`src/design/mpeg_audio_header_decode_defines.svh`:
```
// Assertion macros for the MPEG audio header decoder top level.
`ifndef MPEG_AUDIO_HEADER_DECODE_DEFINES_SVH
`define MPEG_AUDIO_HEADER_DECODE_DEFINES_SVH

// Same-cycle implication, sampled on clock, off during reset.
`define MAHD_ASSERT_IMP(label, ante, cons, msg) \
   label: assert property (@(posedge clock) disable iff (reset) (ante) |-> (cons)) \
      else $error(msg);

// Next-cycle implication, sampled on clock, off during reset.
`define MAHD_ASSERT_NXT(label, ante, cons, msg) \
   label: assert property (@(posedge clock) disable iff (reset) (ante) |=> (cons)) \
      else $error(msg);

`endif

```
`src/design/mahd_pkg.sv`:
```
// Types, constants and rate tables for the MPEG audio header decoder.
package mahd_pkg;

   localparam int SR_W  = 16;                 // sample rate, Hz
   localparam int BR_W  = 9;                  // bitrate, kbit/s
   localparam int QUO_W = 12;                 // quotient bits, one per cell
   localparam int NUM_W = 26;                 // k * bitrate < 2^26
   localparam int DSR_W = SR_W + QUO_W - 1;   // sample rate aligned to top quotient bit
   localparam int K_W   = 18;                 // 144000 fits

   // header field codes
   localparam logic [1:0] LAY_CODE_RSVD = 2'b00;
   localparam logic [3:0] BRI_BAD       = 4'hF;
   localparam logic [1:0] SRI_RSVD      = 2'b11;
   localparam logic [1:0] EMPH_RSVD     = 2'b10;
   localparam logic [1:0] MODE_DUAL     = 2'b10;
   localparam logic [1:0] MODE_MONO     = 2'b11;

   // decoded layer numbers
   localparam logic [1:0] LAYER_I   = 2'd1;
   localparam logic [1:0] LAYER_II  = 2'd2;
   localparam logic [1:0] LAYER_III = 2'd3;

   // channel layout codes
   localparam logic [1:0] LAYOUT_LR     = 2'd0;
   localparam logic [1:0] LAYOUT_DUAL   = 2'd1;
   localparam logic [1:0] LAYOUT_CENTER = 2'd2;

   localparam logic [K_W-1:0] K_LAYER_I  = K_W'(12000);
   localparam logic [K_W-1:0] K_FULL     = K_W'(144000);
   localparam logic [K_W-1:0] K_HALF     = K_W'(72000);

   localparam logic [10:0] SPF_384  = 11'd384;
   localparam logic [10:0] SPF_576  = 11'd576;
   localparam logic [10:0] SPF_1152 = 11'd1152;

   // [version: 0 MPEG-1, 1 MPEG-2][layer-1][bitrate index]
   localparam logic [BR_W-1:0] RATE_KBPS [2][3][16] = '{
      '{
         '{9'd0, 9'd32, 9'd64, 9'd96, 9'd128, 9'd160, 9'd192, 9'd224,
           9'd256, 9'd288, 9'd320, 9'd352, 9'd384, 9'd416, 9'd448, 9'd0},
         '{9'd0, 9'd32, 9'd48, 9'd56, 9'd64, 9'd80, 9'd96, 9'd112,
           9'd128, 9'd160, 9'd192, 9'd224, 9'd256, 9'd320, 9'd384, 9'd0},
         '{9'd0, 9'd32, 9'd40, 9'd48, 9'd56, 9'd64, 9'd80, 9'd96,
           9'd112, 9'd128, 9'd160, 9'd192, 9'd224, 9'd256, 9'd320, 9'd0}
      },
      '{
         '{9'd0, 9'd32, 9'd48, 9'd56, 9'd64, 9'd80, 9'd96, 9'd112,
           9'd128, 9'd144, 9'd160, 9'd176, 9'd192, 9'd224, 9'd256, 9'd0},
         '{9'd0, 9'd8, 9'd16, 9'd24, 9'd32, 9'd40, 9'd48, 9'd56,
           9'd64, 9'd80, 9'd96, 9'd112, 9'd128, 9'd144, 9'd160, 9'd0},
         '{9'd0, 9'd8, 9'd16, 9'd24, 9'd32, 9'd40, 9'd48, 9'd56,
           9'd64, 9'd80, 9'd96, 9'd112, 9'd128, 9'd144, 9'd160, 9'd0}
      }
   };

   // [version][rate index]
   localparam logic [SR_W-1:0] RATE_HZ [2][4] = '{
      '{16'd44100, 16'd48000, 16'd32000, 16'd0},
      '{16'd22050, 16'd24000, 16'd16000, 16'd0}
   };

   // divider lanes: current bitrate and top bitrate of the table
   typedef struct packed {
      logic [NUM_W-1:0] rem_cur;
      logic [NUM_W-1:0] rem_max;
      logic [DSR_W-1:0] dsr;
      logic [QUO_W-1:0] q_cur;
      logic [QUO_W-1:0] q_max;
   } div_type;

   // decoded fields riding along the divider
   typedef struct packed {
      logic            ok;
      logic [1:0]      layer;
      logic [1:0]      channels;
      logic [1:0]      layout;
      logic [SR_W-1:0] sample_rate;
      logic [BR_W-1:0] bit_rate;
      logic            pad;
      logic [10:0]     frame_samples;
   } side_type;

endpackage

```
`src/design/mahd_front.sv`:
```
// Header field decode, table lookup and numerator multiply stage.
module mahd_front (
   input  logic                clock,
   input  logic                reset,
   input  logic                en,
   input  logic                in_valid,
   input  logic [31:0]         header_word,
   output logic                out_valid,
   output mahd_pkg::div_type   out_div,
   output mahd_pkg::side_type  out_side
);

   logic                        vld_ff;
   mahd_pkg::div_type           div_ff, div_in;
   mahd_pkg::side_type          side_ff, side_in;

   logic                        half, ver, pad;
   logic [1:0]                  lay_code, lay, lay_idx, sri, mode, emph;
   logic [3:0]                  bri;
   logic                        reject;
   logic [mahd_pkg::BR_W-1:0]   br, brmax;
   logic [mahd_pkg::SR_W-1:0]   sr;
   logic [mahd_pkg::K_W-1:0]    k;
   logic [10:0]                 spf;
   logic [mahd_pkg::K_W+mahd_pkg::BR_W-1:0] prod_cur, prod_max;

   assign half     = ~header_word[20];
   assign ver      = ~header_word[19];
   assign lay_code = header_word[18:17];
   assign bri      = header_word[15:12];
   assign sri      = header_word[11:10];
   assign pad      = header_word[9];
   assign mode     = header_word[7:6];
   assign emph     = header_word[1:0];

   // layer = 4 - code; code 0 is reserved
   assign lay     = 2'(3'd4 - {1'b0, lay_code});
   assign lay_idx = (lay_code == mahd_pkg::LAY_CODE_RSVD) ? 2'd0 : 2'(lay - 2'd1);

   assign reject = (lay_code == mahd_pkg::LAY_CODE_RSVD) || (bri == mahd_pkg::BRI_BAD) ||
                   (sri == mahd_pkg::SRI_RSVD) || (emph == mahd_pkg::EMPH_RSVD);

   always_comb begin
      br    = mahd_pkg::RATE_KBPS[ver][lay_idx][bri];
      brmax = mahd_pkg::RATE_KBPS[ver][lay_idx][4'd14];
      sr    = mahd_pkg::RATE_HZ[ver][sri];
      if (half) begin
         sr = sr >> 1;
      end
      unique case (lay)
         mahd_pkg::LAYER_I: begin
            k   = mahd_pkg::K_LAYER_I;
            spf = mahd_pkg::SPF_384;
         end
         mahd_pkg::LAYER_II: begin
            k   = mahd_pkg::K_FULL;
            spf = mahd_pkg::SPF_1152;
         end
         default: begin
            k   = ver ? mahd_pkg::K_HALF : mahd_pkg::K_FULL;
            spf = ver ? mahd_pkg::SPF_576 : mahd_pkg::SPF_1152;
         end
      endcase
      prod_cur = k * br;
      prod_max = k * brmax;

      div_in.rem_cur = prod_cur[mahd_pkg::NUM_W-1:0];
      div_in.rem_max = prod_max[mahd_pkg::NUM_W-1:0];
      div_in.dsr     = {sr, {(mahd_pkg::QUO_W-1){1'b0}}};
      div_in.q_cur   = '0;
      div_in.q_max   = '0;

      side_in.ok            = ~reject;
      side_in.layer         = lay;
      side_in.channels      = (mode == mahd_pkg::MODE_MONO) ? 2'd1 : 2'd2;
      if (mode == mahd_pkg::MODE_MONO) begin
         side_in.layout = mahd_pkg::LAYOUT_CENTER;
      end else if (mode == mahd_pkg::MODE_DUAL) begin
         side_in.layout = mahd_pkg::LAYOUT_DUAL;
      end else begin
         side_in.layout = mahd_pkg::LAYOUT_LR;
      end
      side_in.sample_rate   = sr;
      side_in.bit_rate      = br;
      side_in.pad           = pad;
      side_in.frame_samples = spf;
   end

   always_ff @(posedge clock) begin
      if (reset) begin
         vld_ff <= 1'b0;
      end else if (en) begin
         vld_ff <= in_valid;
      end
   end

   always_ff @(posedge clock) begin
      if (en) begin
         div_ff  <= div_in;
         side_ff <= side_in;
      end
   end

   assign out_valid = vld_ff;
   assign out_div   = div_ff;
   assign out_side  = side_ff;

endmodule

```
`src/design/mahd_cell.sv`:
```
// One restoring-division cell: one quotient bit for each lane.
module mahd_cell (
   input  logic                clock,
   input  logic                reset,
   input  logic                en,
   input  logic                in_valid,
   input  mahd_pkg::div_type   in_div,
   input  mahd_pkg::side_type  in_side,
   output logic                out_valid,
   output mahd_pkg::div_type   out_div,
   output mahd_pkg::side_type  out_side
);

   logic                 vld_ff;
   mahd_pkg::div_type    div_ff, div_in;
   mahd_pkg::side_type   side_ff;
   logic                 ge_cur, ge_max;
   logic [mahd_pkg::DSR_W-1:0] ext_cur, ext_max;

   always_comb begin
      ext_cur = {1'b0, in_div.rem_cur};
      ext_max = {1'b0, in_div.rem_max};
      ge_cur  = (ext_cur >= in_div.dsr);
      ge_max  = (ext_max >= in_div.dsr);

      div_in.rem_cur = ge_cur ? mahd_pkg::NUM_W'(ext_cur - in_div.dsr) : in_div.rem_cur;
      div_in.rem_max = ge_max ? mahd_pkg::NUM_W'(ext_max - in_div.dsr) : in_div.rem_max;
      div_in.dsr     = in_div.dsr >> 1;
      div_in.q_cur   = {in_div.q_cur[mahd_pkg::QUO_W-2:0], ge_cur};
      div_in.q_max   = {in_div.q_max[mahd_pkg::QUO_W-2:0], ge_max};
   end

   always_ff @(posedge clock) begin
      if (reset) begin
         vld_ff <= 1'b0;
      end else if (en) begin
         vld_ff <= in_valid;
      end
   end

   always_ff @(posedge clock) begin
      if (en) begin
         div_ff  <= div_in;
         side_ff <= in_side;
      end
   end

   assign out_valid = vld_ff;
   assign out_div   = div_ff;
   assign out_side  = side_ff;

endmodule

```
`src/design/mpeg_audio_header_decode.sv`:
```
// Top level of the MPEG audio frame header decoder.
// Decodes one 32-bit MPEG audio layer I/II/III frame header per word: layer, channel
// count and layout, sample rate, bitrate, frame length in bytes, largest frame length
// (doubled for free bitrate) and samples per frame. A header with a reserved layer,
// bitrate index 15, rate index 3 or emphasis 2 comes out with valid_res low and all
// other fields zero; the sync word is not checked. Throughput is one word per cycle
// unless rsp_ready stalls the output. A word passes one decode/multiply stage, a
// chain of 12 divider cells that each resolve one bit of the two frame-length
// quotients (current and top bitrate over sample rate), and the output register.
// Each stage holds its word only while the stage after it is full and stalled, so
// while a finished result waits on rsp_ready, words are taken until every stage is full.
module mpeg_audio_header_decode (
   input  logic        clock,
   input  logic        reset,
   input  logic        req_valid,
   output logic        req_ready,
   input  logic [31:0] req_header_word,
   output logic        rsp_valid,
   input  logic        rsp_ready,
   output logic        rsp_valid_res,
   output logic [1:0]  rsp_layer,
   output logic [1:0]  rsp_channels,
   output logic [1:0]  rsp_channel_layout,
   output logic [15:0] rsp_sample_rate,
   output logic [8:0]  rsp_bit_rate,
   output logic [11:0] rsp_frame_size,
   output logic [12:0] rsp_max_frame_size,
   output logic [10:0] rsp_frame_samples
);

`include "mpeg_audio_header_decode_defines.svh"

   localparam int NCELL = mahd_pkg::QUO_W;

   // stage 0 is the front stage, stages 1..NCELL the divider cells
   logic                vld      [0:NCELL];
   mahd_pkg::div_type   div_arr  [0:NCELL];
   mahd_pkg::side_type  side_arr [0:NCELL];
   logic                rdy      [0:NCELL+1];

   logic rsp_valid_ff;
   logic rsp_ok_ff, rsp_ok_in;
   logic [1:0]  layer_ff, layer_in, chan_ff, chan_in, layout_ff, layout_in;
   logic [15:0] sr_ff, sr_in;
   logic [8:0]  br_ff, br_in;
   logic [11:0] fs_ff, fs_in;
   logic [12:0] mfs_ff, mfs_in;
   logic [10:0] spf_ff, spf_in;

   logic [12:0] cur_sum, max_sum;
   logic [14:0] fs_full;
   logic [15:0] mfs_base, mfs_full;
   logic        lay1, free;

   // ready ripples back: a stage can load when it is empty or its successor loads
   assign rdy[NCELL+1] = ~rsp_valid_ff | rsp_ready;
   for (genvar i = 0; i <= NCELL; i++) begin : g_rdy
      assign rdy[i] = ~vld[i] | rdy[i+1];
   end
   assign req_ready = rdy[0];

   mahd_front u_front (
      .clock       (clock),
      .reset       (reset),
      .en          (rdy[0]),
      .in_valid    (req_valid),
      .header_word (req_header_word),
      .out_valid   (vld[0]),
      .out_div     (div_arr[0]),
      .out_side    (side_arr[0])
   );

   for (genvar j = 1; j <= NCELL; j++) begin : g_cell
      mahd_cell u_cell (
         .clock     (clock),
         .reset     (reset),
         .en        (rdy[j]),
         .in_valid  (vld[j-1]),
         .in_div    (div_arr[j-1]),
         .in_side   (side_arr[j-1]),
         .out_valid (vld[j]),
         .out_div   (div_arr[j]),
         .out_side  (side_arr[j])
      );
   end

   // frame sizes from the quotients; layer I counts 4-byte slots
   always_comb begin
      lay1     = (side_arr[NCELL].layer == mahd_pkg::LAYER_I);
      free     = (side_arr[NCELL].bit_rate == '0);
      cur_sum  = 13'(div_arr[NCELL].q_cur) + 13'(side_arr[NCELL].pad);
      max_sum  = 13'(div_arr[NCELL].q_max) + 13'd1;
      fs_full  = lay1 ? {cur_sum, 2'b00} : 15'(cur_sum);
      mfs_base = lay1 ? {1'b0, max_sum, 2'b00} : 16'(max_sum);
      mfs_full = free ? (mfs_base << 1) : mfs_base;

      rsp_ok_in = side_arr[NCELL].ok;
      if (side_arr[NCELL].ok) begin
         layer_in  = side_arr[NCELL].layer;
         chan_in   = side_arr[NCELL].channels;
         layout_in = side_arr[NCELL].layout;
         sr_in     = side_arr[NCELL].sample_rate;
         br_in     = side_arr[NCELL].bit_rate;
         fs_in     = fs_full[11:0];
         mfs_in    = mfs_full[12:0];
         spf_in    = side_arr[NCELL].frame_samples;
      end else begin
         layer_in  = '0;
         chan_in   = '0;
         layout_in = '0;
         sr_in     = '0;
         br_in     = '0;
         fs_in     = '0;
         mfs_in    = '0;
         spf_in    = '0;
      end
   end

   always_ff @(posedge clock) begin
      if (reset) begin
         rsp_valid_ff <= 1'b0;
      end else if (rdy[NCELL+1]) begin
         rsp_valid_ff <= vld[NCELL];
      end
   end

   always_ff @(posedge clock) begin
      if (rdy[NCELL+1]) begin
         rsp_ok_ff <= rsp_ok_in;
         layer_ff  <= layer_in;
         chan_ff   <= chan_in;
         layout_ff <= layout_in;
         sr_ff     <= sr_in;
         br_ff     <= br_in;
         fs_ff     <= fs_in;
         mfs_ff    <= mfs_in;
         spf_ff    <= spf_in;
      end
   end

   assign rsp_valid          = rsp_valid_ff;
   assign rsp_valid_res      = rsp_ok_ff;
   assign rsp_layer          = layer_ff;
   assign rsp_channels       = chan_ff;
   assign rsp_channel_layout = layout_ff;
   assign rsp_sample_rate    = sr_ff;
   assign rsp_bit_rate       = br_ff;
   assign rsp_frame_size     = fs_ff;
   assign rsp_max_frame_size = mfs_ff;
   assign rsp_frame_samples  = spf_ff;

   `MAHD_ASSERT_IMP(a_reject_zero, rsp_valid && !rsp_valid_res,
      rsp_layer == 2'd0 && rsp_sample_rate == 16'd0 && rsp_frame_size == 12'd0 &&
      rsp_max_frame_size == 13'd0 && rsp_frame_samples == 11'd0,
      "rejected header word carries nonzero fields")
   `MAHD_ASSERT_IMP(a_spf_legal, rsp_valid && rsp_valid_res,
      rsp_frame_samples == 11'd384 || rsp_frame_samples == 11'd576 ||
      rsp_frame_samples == 11'd1152,
      "illegal samples per frame")
   // free bitrate leaves only the padding: one byte, or one 4-byte slot in layer I
   `MAHD_ASSERT_IMP(a_free_size, rsp_valid && rsp_valid_res && rsp_bit_rate == 9'd0,
      rsp_frame_size <= 12'd4, "free bitrate word with frame size beyond padding")
   `MAHD_ASSERT_IMP(a_sr_nonzero, rsp_valid && rsp_valid_res,
      rsp_sample_rate != 16'd0, "legal header word with zero sample rate")
   `MAHD_ASSERT_NXT(a_tail_hold, vld[NCELL] && !rdy[NCELL+1],
      vld[NCELL] && $stable(div_arr[NCELL].q_cur), "last cell lost word under stall")

endmodule
```
`config.mk`:
```
export PLATFORM = sky130hd
export DESIGN_NAME = mpeg_audio_header_decode
export DESIGN_NICKNAME = d
export VERILOG_FILES = /design/src/design/mahd_pkg.sv /design/src/design/mahd_front.sv /design/src/design/mahd_cell.sv /design/src/design/mpeg_audio_header_decode.sv
export VERILOG_INCLUDE_DIRS = /design/src /design/src/design
export SDC_FILE = /design/constraint.sdc
export NUM_CORES = 2
export LEC_CHECK = 0
export BUFFER_PORTS_ARGS = -buffer_cell sky130_fd_sc_hd__buf_2
export CORE_AREA = 4 4 297 372
export DETAILED_ROUTE_END_ITERATION = 8
export DIE_AREA = 0 0 301 376
export PLACE_DENSITY = 0.87
export SLEW_MARGIN = 20
export SYNTH_ARGS = -nofsm -noshare
export SYNTH_HDL_FRONTEND = slang
export SYNTH_SLANG_ARGS = --single-unit
```
`constraint.sdc`:
```
create_clock -name clock -period 6.3 [get_ports clock]
set_input_delay 0.315 -clock clock [delete_from_list [all_inputs] [get_ports clock]]
set_output_delay 0.315 -clock clock [all_outputs]
set_load 0.02 [all_outputs]
```
==> metrics.md <==
| Metric | Value |
|---|---|
| Max-slew violation count | `0` |
| DR WL/cell | `21.3 um` |
| DR DRC count | `0` |
| Initial Utilization | `roughly 58%` |
| Cells after Synth | `roughly 5.3k` |
| WP data arrival | `~6.0 ns` |
| Count of warnings emitted by yosys | `0` |
| Detailed placement HPWL | `114,000 um` |
| HP Class | `in -> reg` |
| Core Area | `around 110,000 sq um` |
| Setup Buffers After CTS | `0` |
| Synthesis-to-layout area growth | `9.77%` |
| Via count | `between 40k and 50k` |
| Main combinational cell family by area after synthesis | `compound AO/OA/AOI/OAI gates` |
| Peak Freq | `between 150 and 200 MHz` |
| GR Overflow Total | `0` |
| Ys flop type | `edfxtp_1` |
| Fraction of registers with async set/reset | `0%` |
| Clock Tree Root | `clkbuf_16` |
| Compound-cell area share of the yosys netlist | `roughly 12%` |
| Clock latency on the worst-skew pair | `approximately 0.75 ns` |
| PortBufs | `slightly below 80` |
| IO Pins | `around 110` |
| Chip width | `301 um` |
| Clock Skews | `slightly below 0.1 ns` |
| Die height | `376 um` |
| Final std cells w/o fill | `about 6.9k` |
| Final setup violation count | `0` |
| Global-route wire length before repair | `227,000 um` |
| Most common cell after layout, fill and taps aside | `edfxtp_1` |
| Initial antenna violation count | `0` |
| Critical path launch point type | `input port` |
| Number of global-route vias before repair | `41.8k` |
| Routed vias/inst | `between 5 and 6` |
| Layout cells sized above 1 | `under 10%` |
| Final Util | `63.3%` |
| Final hold vios | `0` |
| Iteration-0 DRC Markers | `2,592` |
| Avg Inst Size Synth | `about 12 sq um` |
| Slew headroom | `between 10% and 20%` |
| Required time worst endpoint | `about 6.8 ns` |
| Sequential element share of the synthesized area | `approximately 55%` |
| Total CTS buffers | `109` |
| Post-synth EDFFs | `roughly 1.1k` |
| Setup CP Type | `in -> reg` |
| Synth unique cells | `100` |
| H-tree level count | `3` |
| Adder-cell share of the synthesized area | `a little under an eighth` |
| Commonest non-fill, non-tap cells in the layout | `edfxtp_1 (1,109), ha_1 (451), nor2_1 (414)` |
| CTS clk-pin slew, worst paths | `roughly 0.06 ns` |
| RSZ-0062 raised after global routing | `no` |
| Die Footprint | `about 110,000 sq um` |
| Final worst path period share | `87.3%` |
| Drt total wl | `148,000 um` |
| Simple-Gate Fraction of Synth Area | `a little under an eighth` |
| CTS tree | `done` |
| DRT Pass-1 Iters | `5` |
| Actual slew at the worst max-slew pin | `1.22 ns` |
| Worst setup EP type | `flop` |
| Placer Congestion | `0.973` |
| Largest net degree at the start of global routing | `between 80 and 90` |
| Syn Std Cell Area | `approximately 61,000 sq um` |
| Peak supply drop | `about 0.00033 V` |
| XOR/XNOR share of the synthesized area | `between 5 and 6%` |
| Sink Count | `~1.1k` |
| Final setup TNS | `0 ns` |
| Fin crit period | `5.50 ns` |
| Pleak | `roughly 27 nW` |
| Total power per unit cell area | `around 490 nW/um^2` |
| Overall Global Routing Usage | `a little over a quarter` |
| Max-Cap Viols | `0` |
| Crit Path Max Fanout | `7` |
| Yosys reg bits | `about 1.1k` |
| Status | `complete, no violations` |
| Max clock buf depth | `3` |
| Placed cells | `6,719` |
| Antenna-violating nets left | `0` |
| Nets@finish | `5,967` |
| Mux contribution to synthesized area | `~1.8%` |
| Core Rows | `between 100 and 150` |
==> registers in the layout, indices dropped and copies added, names as in the netlist <==
name                     count
rsp_frame_size              12
g_cell.u_cell.out_side     356
rsp_channel_layout           2
rsp_channels                 2
rsp_frame_samples            4
u_front.out_div             48
g_cell.u_cell.out_div      631
g_cell.u_cell.out_valid     12
u_front.out_valid            1
rsp_max_frame_size          13
rsp_layer                    2
rsp_valid_res                1
rsp_valid                    1
rsp_bit_rate                 6
rsp_sample_rate             14
u_front.out_side            18
==> final timing paths <==
path	depth (start not counted)	slack, ns	start	end
max reg2reg	9	2.08	rsp_valid	u_front.out_side[15]
min	2	0.05	req_header_word[17]	u_front.out_side[41]
min reg2reg	0	0.36	g_cell[6].u_cell.out_side[40]	g_cell[7].u_cell.out_side[40]
max	27	0.80	req_header_word[18]	u_front.out_div[99]
==> Yosys cell counts, types with 14 or more instances <==
| cell | instances | area, sq um |
|---|---|---|
| edfxtp_1 | 1109 | 33300 |
| ha_1 | 451 | 5640 |
| nor2_1 | 414 | 1550 |
| nand2_1 | 395 | 1480 |
| a21oi_1 | 381 | 1910 |
| inv_1 | 377 | 1420 |
| o21ai_0 | 269 | 1350 |
| xnor2_1 | 196 | 1720 |
| xor2_1 | 174 | 1520 |
| nor3_1 | 105 | 526 |
| nand3_1 | 95 | 475 |
| a21o_1 | 90 | 676 |
| clkbuf_1 | 86 | 323 |
| mux2_2 | 83 | 935 |
| fa_1 | 66 | 1320 |
| nor2b_1 | 66 | 413 |
| and2_1 | 64 | 400 |
| nand2b_1 | 60 | 375 |
| a211oi_1 | 55 | 413 |
| a31oi_1 | 52 | 325 |
| o21a_1 | 50 | 375 |
| and3_1 | 40 | 250 |
| nand4_1 | 36 | 225 |
| o31ai_1 | 35 | 263 |
| nor4_1 | 34 | 213 |
| or3_1 | 31 | 194 |
| a21boi_0 | 28 | 210 |
| nand3b_1 | 28 | 210 |
| or2_2 | 28 | 175 |
| o211ai_1 | 25 | 188 |
| o21bai_1 | 24 | 180 |
| buf_2 | 17 | 85.1 |
| buf_4 | 17 | 128 |
| dfxtp_1 | 14 | 280 |
| or4_1 | 14 | 105 |
==> metrics by stage <==
step           area [sq um]  worst slack, ns  hold slack [ns]  power (mW)
4_1_cts               67500            0.824          0.00482        33.3
3_5_place_dp          63600           0.0654            0.405        26.5
6_report              67500            0.803           0.0463        33.4
2_1_floorplan         61500          0.00664            0.384        22.9
3_3_place_gp          63600            0.155            0.401        26.1
5_1_grt               67500            0.382           0.0451        35.5
==> repair_timing <==
item                      4_1_cts  5_1_grt
resized for setup               0        0
hold buffers                   11        0
hold endpoints to repair       22        0
==> cells by family after synthesis <==
family | after synthesis
flops | 1123
other cells | 1
fa+ha+maj | 517
mux | 98
compound gates | 1188
xor+xnor | 370
simple gates | 1470
buf+inv | 509
==> final cells by class <==
cell class	instances	area (sq um)
Antenna cell	1	2.50
Clock buffer	131	2810
Clock inverter	69	892
Fill cell	8066	39100
Inverter	380	1430
Multi-Input combinational cell	3653	26000
Sequential cell	1123	33600
Tap cell	1428	1790
Timing Repair Buffer	147	972
==> power by group <==
part	internal [mW]	total [mW]	switching, mW
combinational	5.96	13.9	7.93
sequential	11.4	12.8	1.47
clock	3.76	6.64	2.88
total	21.1	33.4	12.3
==> critical path, stage by stage <==
cell	delay, ns
buf_2	0.15
ha_1	0.20
inv_1	0.16
ha_1	0.28
nor3_1	0.23
a21oi_1	0.07
a22o_1	0.19
nand2_1	0.07
o221ai_1	0.12
mux2i_1	0.16
buf_4	0.18
and2_1	0.15
inv_1	0.07
fa_1	0.45
fa_1	0.50
inv_1	0.06
fa_1	0.50
ha_1	0.36
fa_1	0.45
a21o_1	0.17
a21oi_1	0.21
nor2b_1	0.09
o211ai_1	0.16
nand2_1	0.11
a41oi_1	0.25
nor2b_1	0.21
xnor2_1	0.09
==> metal layers <==
layer / GRT usage (%) / share of wire, %
met5: 0 / 0
met4: 22.4 / 10
met3: 2.67 / 3.5
met2: 49.6 / 54
met1: 24.5 / 32
Power figures use the tool's default switching activity.
